### src/rtl/adfp_pkg.sv
// ----------------------------------------------------------------------------
// ASCII decimal parser package
// Shared types and constants: parse phases, character codes, output width.
// ----------------------------------------------------------------------------
package adfp_pkg;

	localparam int CHAR_BITS = 8;
	localparam int OUT_BITS  = 48;
	localparam int DIGIT_BITS = 4;
	localparam int COUNT_BITS = 3;

	typedef logic [CHAR_BITS-1:0] char_t;

	typedef enum logic [1:0] {
		PH_SKIP = 2'd0,
		PH_INT  = 2'd1,
		PH_FRAC = 2'd2,
		PH_DONE = 2'd3
	} phase_t;

	localparam char_t CH_NUL   = 8'h00;
	localparam char_t CH_TAB   = 8'h09;
	localparam char_t CH_SPACE = 8'h20;
	localparam char_t CH_PLUS  = 8'h2B;
	localparam char_t CH_MINUS = 8'h2D;
	localparam char_t CH_DOT   = 8'h2E;
	localparam char_t CH_ZERO  = 8'h30;
	localparam char_t CH_NINE  = 8'h39;

endpackage

### src/rtl/adfp_char_if.sv
// ----------------------------------------------------------------------------
// Character stream interface
// Valid/ready channel carrying one ASCII character per beat.
// ----------------------------------------------------------------------------
interface adfp_char_if
	import adfp_pkg::*;
();
	logic  valid;
	logic  ready;
	char_t ch;

	modport source (output valid, output ch, input ready);
	modport sink (input valid, input ch, output ready);
endinterface

### src/rtl/adfp_result_if.sv
// ----------------------------------------------------------------------------
// Parsed value interface
// Valid/ready channel carrying one fixed-point value and its clamp flag per beat.
// ----------------------------------------------------------------------------
interface adfp_result_if
	import adfp_pkg::*;
();
	logic                       valid;
	logic                       ready;
	logic signed [OUT_BITS-1:0] value;
	logic                       saturated;

	modport source (output valid, output value, output saturated, input ready);
	modport sink (input valid, input value, input saturated, output ready);
endinterface

### src/rtl/adfp_emit.sv
// ----------------------------------------------------------------------------
// Result formatter
// Joins the integer and fraction accumulators, clamps the magnitude to the
// output range and applies the sign.
// ----------------------------------------------------------------------------
module adfp_emit
	import adfp_pkg::*;
#(
	parameter int INT_BITS  = 31,
	parameter int FRAC_BITS = 16
) (
	input  logic [INT_BITS-1:0]        int_acc,
	input  logic [FRAC_BITS+1:0]       frac_acc,
	input  logic                       overflowed,
	input  logic                       negative,
	output logic signed [OUT_BITS-1:0] value,
	output logic                       saturated
);
	localparam int W = (INT_BITS + FRAC_BITS + 1 > OUT_BITS) ?
		INT_BITS + FRAC_BITS + 1 : OUT_BITS;
	localparam int LIM_EXP = (INT_BITS + FRAC_BITS >= OUT_BITS - 1) ?
		OUT_BITS - 1 : INT_BITS + FRAC_BITS;
	localparam logic [W-1:0] LIM     = (W'(1) << LIM_EXP) - W'(1);
	localparam logic [W-1:0] LIM_INT = LIM >> FRAC_BITS;

	logic [W-1:0]        int_wide;
	logic [W-1:0]        mag_sum;
	logic [OUT_BITS-1:0] mag;
	logic                clamp;

	always_comb begin
		int_wide = W'(int_acc);
		mag_sum  = (int_wide << FRAC_BITS) + W'(frac_acc);
		clamp    = (int_wide > LIM_INT) || (mag_sum > LIM);
		mag      = clamp ? LIM[OUT_BITS-1:0] : mag_sum[OUT_BITS-1:0];
		value    = negative ? -$signed(mag) : $signed(mag);
		saturated = overflowed || clamp;
	end
endmodule

### src/rtl/ascii_decimal_to_fixed_parser_core.sv
// ----------------------------------------------------------------------------
// ASCII decimal to fixed-point parser
// Parses a NUL-terminated decimal string, one character per beat, into a
// signed fixed-point value with FRAC_BITS fraction bits.
//
//   Channel  | Dir | Payload                         | Beat
//   chars    | in  | ch[7:0]                         | one character
//   results  | out | value[47:0] signed, saturated   | one parsed number
//
// A character is registered on acceptance and processed from the input
// register; the character that ends a number sends it to the result
// register. One character is taken every cycle while results is not
// stalled. The accumulator update (a multiply by ten and one add) lies
// between the input register and the accumulators, the output clamp
// between the accumulators and the result register. Reset returns the
// parser to skipping leading whitespace and empties both registers. A
// stall on results holds the input register and, through it, chars.ready.
// ----------------------------------------------------------------------------
module ascii_decimal_to_fixed_parser_core
	import adfp_pkg::*;
#(
	parameter int INT_BITS        = 31,
	parameter int FRAC_BITS       = 16,
	parameter int MAX_FRAC_DIGITS = 6
) (
	input  logic           clk,
	input  logic           arst_n,
	adfp_char_if.sink      chars,
	adfp_result_if.source  results
);
	localparam int IW  = INT_BITS + DIGIT_BITS;
	localparam int FW  = FRAC_BITS + 2;
	localparam int PW  = FRAC_BITS + DIGIT_BITS;
	localparam logic [63:0] ONE_X2 = 64'd1 << (FRAC_BITS + 1);
	localparam logic [FRAC_BITS-1:0] FRAC_T [8] = '{
		FRAC_BITS'(((ONE_X2 / 64'd10) + 64'd1) >> 1),
		FRAC_BITS'(((ONE_X2 / 64'd100) + 64'd1) >> 1),
		FRAC_BITS'(((ONE_X2 / 64'd1000) + 64'd1) >> 1),
		FRAC_BITS'(((ONE_X2 / 64'd10000) + 64'd1) >> 1),
		FRAC_BITS'(((ONE_X2 / 64'd100000) + 64'd1) >> 1),
		FRAC_BITS'(((ONE_X2 / 64'd1000000) + 64'd1) >> 1),
		FRAC_BITS'(((ONE_X2 / 64'd10000000) + 64'd1) >> 1),
		FRAC_BITS'(0)
	};
	localparam logic [IW-1:0] INT_TOP = IW'({INT_BITS{1'b1}});
	localparam logic [COUNT_BITS-1:0] MAX_CNT = COUNT_BITS'(MAX_FRAC_DIGITS);

	logic  valid_s1;
	char_t ch_s1;
	logic  advance;

	phase_t                phase_q, phase_d;
	logic                  negative_q, negative_d;
	logic [INT_BITS-1:0]   int_acc_q, int_acc_d;
	logic [FW-1:0]         frac_acc_q, frac_acc_d;
	logic [COUNT_BITS-1:0] frac_count_q, frac_count_d;
	logic                  overflowed_q, overflowed_d;

	logic                       out_valid_q;
	logic signed [OUT_BITS-1:0] value_q;
	logic                       saturated_q;

	logic                       emit;
	logic                       is_digit;
	logic [DIGIT_BITS-1:0]      digit;
	logic [IW-1:0]              int_next;
	logic [FRAC_BITS+DIGIT_BITS-1:0] frac_prod;
	logic signed [OUT_BITS-1:0] emit_value;
	logic                       emit_saturated;
	phase_t                     phase_eff;
	logic                       taken;

	assign advance       = !out_valid_q || results.ready;
	assign chars.ready   = !valid_s1 || advance;
	assign results.valid = out_valid_q;
	assign results.value = value_q;
	assign results.saturated = saturated_q;

	assign is_digit  = (ch_s1 >= CH_ZERO) && (ch_s1 <= CH_NINE);
	assign digit     = ch_s1[DIGIT_BITS-1:0];
	assign int_next  = (IW'(int_acc_q) << 3) + (IW'(int_acc_q) << 1) + IW'(digit);
	assign frac_prod = PW'(FRAC_T[frac_count_q]) * PW'(digit);

	adfp_emit #(
		.INT_BITS  (INT_BITS),
		.FRAC_BITS (FRAC_BITS)
	) u_emit (
		.int_acc    (int_acc_q),
		.frac_acc   (frac_acc_q),
		.overflowed (overflowed_q),
		.negative   (negative_q),
		.value      (emit_value),
		.saturated  (emit_saturated)
	);

	always_comb begin
		phase_d      = phase_q;
		negative_d   = negative_q;
		int_acc_d    = int_acc_q;
		frac_acc_d   = frac_acc_q;
		frac_count_d = frac_count_q;
		overflowed_d = overflowed_q;
		emit         = 1'b0;
		taken        = 1'b0;
		phase_eff    = phase_q;

		if (phase_q == PH_DONE) begin
			taken = 1'b1;
		end else if (phase_q == PH_SKIP) begin
			if (ch_s1 == CH_SPACE || ch_s1 == CH_TAB) begin
				taken = 1'b1;
			end else if (ch_s1 == CH_MINUS) begin
				negative_d = 1'b1;
				phase_d    = PH_INT;
				taken      = 1'b1;
			end else if (ch_s1 == CH_PLUS) begin
				phase_d = PH_INT;
				taken   = 1'b1;
			end else begin
				phase_eff = PH_INT;
				phase_d   = PH_INT;
			end
		end

		if (!taken) begin
			if (phase_eff == PH_INT) begin
				if (is_digit) begin
					if (overflowed_q || int_next > INT_TOP) begin
						int_acc_d    = INT_TOP[INT_BITS-1:0];
						overflowed_d = 1'b1;
					end else begin
						int_acc_d = int_next[INT_BITS-1:0];
					end
				end else if (ch_s1 == CH_DOT) begin
					phase_d = PH_FRAC;
				end else begin
					emit = 1'b1;
				end
			end else if (is_digit) begin
				if (frac_count_q < MAX_CNT) begin
					frac_acc_d   = frac_acc_q + FW'(frac_prod);
					frac_count_d = frac_count_q + COUNT_BITS'(1);
				end
			end else begin
				emit = 1'b1;
			end
			if (emit) begin
				phase_d = PH_DONE;
			end
		end

		// The end of the string always re-arms the parser for the next one.
		if ((phase_q == PH_DONE || emit) && ch_s1 == CH_NUL) begin
			phase_d      = PH_SKIP;
			negative_d   = 1'b0;
			int_acc_d    = '0;
			frac_acc_d   = '0;
			frac_count_d = '0;
			overflowed_d = 1'b0;
		end
	end

	always_ff @(posedge clk or negedge arst_n) begin
		if (!arst_n) begin
			valid_s1 <= 1'b0;
		end else if (chars.ready) begin
			valid_s1 <= chars.valid;
		end
	end

	always_ff @(posedge clk) begin
		if (chars.ready && chars.valid) begin
			ch_s1 <= chars.ch;
		end
	end

	always_ff @(posedge clk or negedge arst_n) begin
		if (!arst_n) begin
			phase_q      <= PH_SKIP;
			negative_q   <= 1'b0;
			int_acc_q    <= '0;
			frac_acc_q   <= '0;
			frac_count_q <= '0;
			overflowed_q <= 1'b0;
		end else if (valid_s1 && advance) begin
			phase_q      <= phase_d;
			negative_q   <= negative_d;
			int_acc_q    <= int_acc_d;
			frac_acc_q   <= frac_acc_d;
			frac_count_q <= frac_count_d;
			overflowed_q <= overflowed_d;
		end
	end

	always_ff @(posedge clk or negedge arst_n) begin
		if (!arst_n) begin
			out_valid_q <= 1'b0;
		end else if (advance) begin
			out_valid_q <= valid_s1 && emit;
		end
	end

	always_ff @(posedge clk) begin
		if (advance && valid_s1 && emit) begin
			value_q     <= emit_value;
			saturated_q <= emit_saturated;
		end
	end
endmodule

### src/flat_wrapper.sv
// flat-port wrapper written by rule: the top's interface ports become plain ports
module ascii_decimal_to_fixed_parser_core_flat import adfp_pkg::*;
#(
	parameter int INT_BITS        = 31,
	parameter int FRAC_BITS       = 16,
	parameter int MAX_FRAC_DIGITS = 6
)
  (clk, arst_n, chars_valid, chars_ch, chars_ready, results_valid, results_value, results_saturated, results_ready);
  adfp_char_if chars_i ();
  adfp_result_if results_i ();
  input  logic clk;
  input  logic arst_n;
  input wire logic [$bits(chars_i.valid)-1:0] chars_valid;
  input wire logic [$bits(chars_i.ch)-1:0] chars_ch;
  output wire logic [$bits(chars_i.ready)-1:0] chars_ready;
  output wire logic [$bits(results_i.valid)-1:0] results_valid;
  output wire logic [$bits(results_i.value)-1:0] results_value;
  output wire logic [$bits(results_i.saturated)-1:0] results_saturated;
  input wire logic [$bits(results_i.ready)-1:0] results_ready;
  assign chars_i.valid = chars_valid;
  assign chars_i.ch = chars_ch;
  assign chars_ready = chars_i.ready;
  assign results_valid = results_i.valid;
  assign results_value = results_i.value;
  assign results_saturated = results_i.saturated;
  assign results_i.ready = results_ready;
  ascii_decimal_to_fixed_parser_core #(.INT_BITS(INT_BITS), .FRAC_BITS(FRAC_BITS), .MAX_FRAC_DIGITS(MAX_FRAC_DIGITS)) u_core (.clk(clk), .arst_n(arst_n), .chars(chars_i), .results(results_i));
endmodule
### config.mk
export PLATFORM = sky130hd
export DESIGN_NAME = ascii_decimal_to_fixed_parser_core_flat
export DESIGN_NICKNAME = d
export VERILOG_FILES = /design/src/rtl/adfp_pkg.sv /design/src/rtl/adfp_char_if.sv /design/src/rtl/adfp_result_if.sv /design/src/rtl/adfp_emit.sv /design/src/rtl/ascii_decimal_to_fixed_parser_core.sv /design/src/flat_wrapper.sv
export SDC_FILE = /design/constraint.sdc
export NUM_CORES = 1
export LEC_CHECK = 0
export ABC_CLOCK_PERIOD_IN_PS = 4580
export BUFFER_PORTS_ARGS = -buffer_cell sky130_fd_sc_hd__buf_2
export CAP_MARGIN = 20
export CORE_ASPECT_RATIO = 1.4
export CORE_MARGIN = 2
export CORE_UTILIZATION = 58
export CTS_BUF_LIST = sky130_fd_sc_hd__clkbuf_4 sky130_fd_sc_hd__clkbuf_8
export CTS_CLUSTER_DIAMETER = 40
export DETAILED_ROUTE_END_ITERATION = 10
export HOLD_SLACK_MARGIN = 0.06
export PLACE_DENSITY = 0.8
export SLEW_MARGIN = 30
export SYNTH_ARGS = -nofsm -noshare
export SYNTH_HDL_FRONTEND = slang
export SYNTH_SLANG_ARGS = --single-unit
export TNS_END_PERCENT = 5
### constraint.sdc
create_clock -name clk -period 4.58 [get_ports clk]
set_input_delay 0.687 -clock clk [delete_from_list [all_inputs] [get_ports clk]]
set_output_delay 0.687 -clock clk [all_outputs]
set_load 0.1 [all_outputs]
==> Yosys cells after proc, flatten, opt, wreduce, memory -nomap -nowiden <==
Memories as Yosys holds them, arrays and structs flattened.
Cells that the tools add are included.
{ "totals": {"inputBits": 12, "mem_count": 1, "output_inout_bits": 51, "rom_bits": 128, "register_bits": 115} }
{ "op_classes": {"bitwise": 1, "addsub": 6, "n_mul": 1, "reduce_logical": 26, "n_lt_le_gt_ge": 6, "muxes": 54, "n_eq_ne": 11} }
{ "memory_table": {"columns": ["name", "words", "width", "read_ports", "rd_clocked_by_memory_dff", "write_ports", "line_no", "text"], "rows": [
  ["(name not given)", 8, 16, 1, 0, 0, "ascii_decimal_to_fixed_parser_core.sv:82", "assign frac_prod = PW'(FRAC_T[frac_count_q]) * PW'(digit);"]
]} }
{ "ops": {"columns": ["operator", "count"], "rows": [
  ["31-bit two-way mux", 5],
  ["48-bit two-way mux", 2],
  ["18-bit two-way mux", 5],
  ["47-bit by 18-bit adder with 48-bit output", 1],
  ["48-bit by 47-bit > comparator with 1-bit output, second input constant", 1],
  ["48-bit negator", 1],
  ["34-bit by 32-bit adder with 35-bit output", 1],
  ["35-bit by 4-bit adder with 35-bit output", 1],
  ["35-bit by 31-bit > comparator with 1-bit output, second input constant", 1],
  ["8-bit by 6-bit equality test with 1-bit output, second input constant", 4],
  ["16-bit two-way mux", 2],
  ["2-bit two-way mux", 14],
  ["1-bit two-way mux", 21],
  ["18-bit adder", 1],
  ["16-bit by 4-bit multiplier with 18-bit output", 1],
  ["3-bit two-way mux", 5],
  ["5-bit AND reduction", 3],
  ["2-bit nonzero test", 6],
  ["8-bit by 4-bit equality test with 1-bit output, second input constant", 1],
  ["8-bit by 6-bit >= comparator with 1-bit output, second input constant", 1],
  ["8-bit by 6-bit <= comparator with 1-bit output, second input constant", 1],
  ["8-bit logical NOT", 1],
  ["2-bit != test, second input constant", 4],
  ["1-bit logical AND", 6],
  ["10 further kinds", 16]
]} }

==> Longest topological paths before layout <==
{ "depth": {"ltp_word": 14, "mapped_depth": 20} }

==> Cells and area by module <==
From an unflattened synthesis, not the netlist that was laid out.
{ "hier_totals": {"cells_unflattened": 1189, "area_unflattened_um2": 10765.3} }
{ "modules_own_cells": {"columns": ["mod", "area_each_um2", "seq_area_each_um2", "cells_per_inst", "n_inst"], "rows": [
  ["ascii_decimal_to_fixed_parser_core", 8085.3, 3163.0, 780, 1],
  ["adfp_emit", 2680.1, 0.0, 409, 1]
]} }

==> Worst setup path after synthesis <==
OpenSTA, ideal clock, no wires.
{ "synth_timing": {"path_kind": "reg-to-reg", "from": "register u_core.frac_count_q[2]", "to": "register u_core.frac_acc_q[17]", "stages_incl_launch_ff": 18, "required_time_ns": 4.510, "t_arrival_ns": 4.330, "path_slack_ns": 0.180, "setup_ns": 0.070, "synth_period_minus_slack_ns": 4.400, "path_cell_list": "dfrtp_1 > clkbuf_1 > nor2b_1 > nand2_1 > fa_1 > fa_1 > inv_1 > fa_1 > ha_1 > a21o_1 > a21oi_1 > a2bb2oi_1 > a31oi_1 > a21o_1 > a21oi_1 > xor2_1 > or3_1 > nand3_1"} }
{ "synth_between": {"elab_chain_cells": 11, "elab_cells_between_ends": 14} }
{ "synth_rtl": {"columns": ["element", "line_no", "text"], "rows": [
  ["start: declaration", "ascii_decimal_to_fixed_parser_core.sv:56", "logic [COUNT_BITS-1:0] frac_count_q, frac_count_d;"],
  ["start signal: assignment", "ascii_decimal_to_fixed_parser_core.sv:190", "frac_count_q <= frac_count_d;"],
  ["3-bit inverter with 4-bit output (not written as such)", "ascii_decimal_to_fixed_parser_core.sv:82", null],
  ["memory read 8 x 16 bit", null, null],
  ["16-bit two-way mux (not written as such) (2 in series)", "ascii_decimal_to_fixed_parser_core.sv:82", null],
  ["16-bit by 4-bit multiplier with 18-bit output", "ascii_decimal_to_fixed_parser_core.sv:82", null],
  ["18-bit adder", "ascii_decimal_to_fixed_parser_core.sv:141", "frac_acc_d = frac_acc_q + FW'(frac_prod);"],
  ["18-bit two-way mux", "ascii_decimal_to_fixed_parser_core.sv:140", "if (frac_count_q < MAX_CNT) begin"],
  ["18-bit two-way mux", "ascii_decimal_to_fixed_parser_core.sv:139", "end else if (is_digit) begin"],
  ["18-bit two-way mux", "ascii_decimal_to_fixed_parser_core.sv:126", "if (phase_eff == PH_INT) begin"],
  ["18-bit two-way mux", "ascii_decimal_to_fixed_parser_core.sv:125", "if (!taken) begin"],
  ["18-bit two-way mux", "ascii_decimal_to_fixed_parser_core.sv:153", "if ((phase_q == PH_DONE || emit) && ch_s1 == CH_NUL) begin"],
  ["end signal: assignment", "ascii_decimal_to_fixed_parser_core.sv:189", "frac_acc_q <= frac_acc_d;"],
  ["end: declaration", "ascii_decimal_to_fixed_parser_core.sv:55", "logic [FW-1:0] frac_acc_q, frac_acc_d;"]
]} }
Parallel ways exist; a longest one is shown, timed or not. The select of a mux whose other input is x is not followed.
A chain may end at the register's enable or synchronous reset.

==> Worst setup path in the final report <==
Ends and elaborated chain as after synthesis.

==> impl_metrics.json <==
{
  "skew_ns": 0.0166,
  "power.share.sequential_pct": 24.3,
  "wl_per_cell_um": 17.6,
  "vias": 9133,
  "insertion_delay_ns": 0.44,
  "peakVddDrop_v": 0.000252,
  "slew_headroom_pct": 33.7,
  "multi_input_area_mm2": 0.00682,
  "clkTransAtPathRegs_ns": 0.08,
  "synthTopCellsByCount": "nand2_1 (119), ha_1 (102), a21oi_1 (96), inv_1 (81), o21ai_0 (67)",
  "syn_area_mm2": 0.0104,
  "pin_count": 63,
  "antenna_found_initial": 0,
  "critPathArrivalTime_ns": 4.81,
  "finalInstanceArea_mm2": 0.0115,
  "drc": 0,
  "fin_crit_sh_pct": 96.7,
  "seq_area_mm2": 0.00316,
  "fin_cells": 1488,
  "required_ns": 4.96,
  "slew_viol_final": 0,
  "cts_tree": "built",
  "synth_nets": 1316,
  "drt-initial-drc-count": 884,
  "vias_per_cell": 6.14,
  "cts_made_buffers": 17,
  "cts_root_buf": "clkbuf_8",
  "status": "completed",
  "antenna_cells": 0,
  "overflow": 0,
  "critical_path_class": "reg2reg",
  "fillCellCount": 1400,
  "ys_seq_area_share_pct": 30.5,
  "leakage_nw": 5.25,
  "post_dp_cell_area_mm2": 0.0110,
  "async_reset_ff_share_pct": 50.4,
  "worst_pin_slew_ns": 0.992,
  "synth_edf_count": 57,
  "fin_ws_ns": 0.152,
  "period_minus_slack_ns": 4.43,
  "dieHeight_um": 162,
  "grt_pass1_vias": 8578,
  "synth_area_leader_cell": "edfxtp_1",
  "grt_use_total_pct": 27.9,
  "place_ws_ns": -0.00519,
  "crit_start": "u_core.frac_count_q[2]",
  "die_x_um": 117,
  "synth_area_leaders": "edfxtp_1 (16%), dfrtp_1 (14%), ha_1 (12%), fa_1 (6.0%), a21oi_1 (4.6%)",
  "avgSynthCellArea_um2": 8.86,
  "ctsHoldBuffers": 0,
  "areaGrowthSynthToFinish_pct": 11.2,
  "cts_max_path_buffers": 2,
  "cell_internal_pwr_mw": 3.31,
  "hp-class": "in2async",
  "fmax_ghz": 0.226,
  "ys_types": 89,
  "p_sw_mw": 3.18,
  "drive_above_1_share_pct": 13.8,
  "yosys.cell_count.top_type": "nand2_1",
  "h-tree-depth": 4,
  "setup_viol": 0,
  "yosys_warnings": 0,
  "p_per_area_mw_per_mm2": 563,
  "dp.cells": 1455,
  "synth-main-ff-cell": "dfrtp_1",
  "cts_sinks": 115,
  "crit_path_end_kind": "flip-flop",
  "swShare_pct": 49.0,
  "fin_nets": 1384,
  "hpwl_um": 19700,
  "comb_power_share_pct": 60.4,
  "grt_max_degree": 59,
  "r2r-start": "u_core.frac_count_q[2]",
  "coreArea_mm2": 0.0175,
  "setup_tns_ns": 0,
  "synth_top_area_share_pct": 16.5,
  "synthesis.instances": 1171,
  "rows": 57,
  "totalWireLength_um": 26100,
  "clkPwrFrac_pct": 15.3,
  "max_cap_violations": 0,
  "first_pass_iters": 7,
  "port_buffers": 62,
  "antenna_left": 0,
  "crit_fanout": 8,
  "grt_pass1_wl_um": 42200,
  "start_kind": "flip-flop",
  "place_congestion": 0.919,
  "die-area_mm2": 0.0190,
  "hold_viol": 0,
  "initial_core_util_pct": 59.4,
  "ys_ff_latch": 115
}
## layer usage
metal  share of wire (%)  GRT usage (%)
met5                   0              0
met4                 4.1           12.4
met2                  48           46.7
met1                  42           36.1
met3                 5.2           3.13
## worst paths after layout
check	end	slack [ns]	cells past startpoint
min in group clk	u_core.ch_s1[7]	0.42	1
min	u_core.int_acc_q[25]	0.40	2
min reg2reg	u_core.frac_acc_q[3]	0.57	2
max reg2reg	u_core.frac_acc_q[17]	0.15	17
max	u_core.frac_acc_q[17]	0.15	17
max in group asynchronous	u_core.frac_count_q[2]	3.59	2
## worst max-delay path, stage by stage (launching register included)
cell and delay, ns:
dfrtp_2 0.50, nor2b_2 0.17, buf_4 0.15, nand2_1 0.09, fa_1 0.54, inv_1 0.05
fa_1 0.53, fa_1 0.42, ha_1 0.35, nand2_1 0.08, o211ai_1 0.35, nand3_2 0.18
a31oi_4 0.20, a21o_1 0.14, a21oi_1 0.07, xor2_1 0.16, or3_1 0.31, nand3_1 0.08
## cell usage in the layout (no fill, tap or decap), types with 35 or more instances in the layout
master / n
a31oi_1: 35
dfrtp_1: 57
buf_2: 62
xnor2_1: 46
nand2_1: 119
a21oi_1: 93
ha_1: 100
o21ai_0: 67
inv_1: 79
edfxtp_1: 57
nand3_1: 50
xor2_1: 40
nor2_1: 61
## per-stage QoR
step                      utilization (%)  power, mW  hold slack (ns)
after CTS                            65.5       6.32            0.405
after global placement               63.1       5.20            0.534
after floorplan                         -       4.51            0.391
after global routing                 66.0       6.93            0.406
final                                66.0       6.49            0.395
after detailed placement             63.1       5.28            0.542
## power by group through the flow
stage,Clock (mW),Sequential [mW],Combinational [mW]
6_report,0.993,1.58,3.92
5_1_grt,1.04,1.60,4.28
4_1_cts,1.00,1.57,3.74
3_5_place_dp,0,1.59,3.69
3_3_place_gp,0,1.58,3.62
2_1_floorplan,0,2.38,2.14
## area by class of cell
| class | count | share of cell area, % |
|---|---|---|
| repair buffers | 91 | 4.69 |
| well taps | 236 | 2.56 |
| multi-input cells | 932 | 59.1 |
| clock buffers | 19 | 2.16 |
| clock inverters | 13 | 1.39 |
| inverters | 82 | 2.68 |
| flip-flops and latches | 115 | 27.4 |
## sequential cells by signal, indices dropped and copies added, names as in the netlist
signal and cells:
u_core.results.saturated 1, u_core.results.valid 1, u_core.ch_s1 8, u_core.frac_acc_q 18, u_core.frac_count_q 3, u_core.results.value 48, u_core.negative_q 1, u_core.int_acc_q 31
u_core.phase_q 2, u_core.valid_s1 1, u_core.overflowed_q 1
## timing repair
item	in CTS	in global routing
setup endpoints to repair	1	5
gates resized for setup	3	14
pin swaps	0	3
setup buffers	0	1
## logic make-up (layout without fill, tap and decap cells)
kind of cell,count (synthesis),in the layout,synth area share (%)
multiplexers,7,7,0.723
AO/OA/AOI/OAI,302,302,18.2
AND/OR/NAND/NOR,404,404,20.3
adder cells (fa/ha/maj),133,133,18.3
flip-flops,115,115,30.5
XOR/XNOR,86,86,7.26
buffers and inverters,124,205,4.77
(Power assumes the default switching activity.)
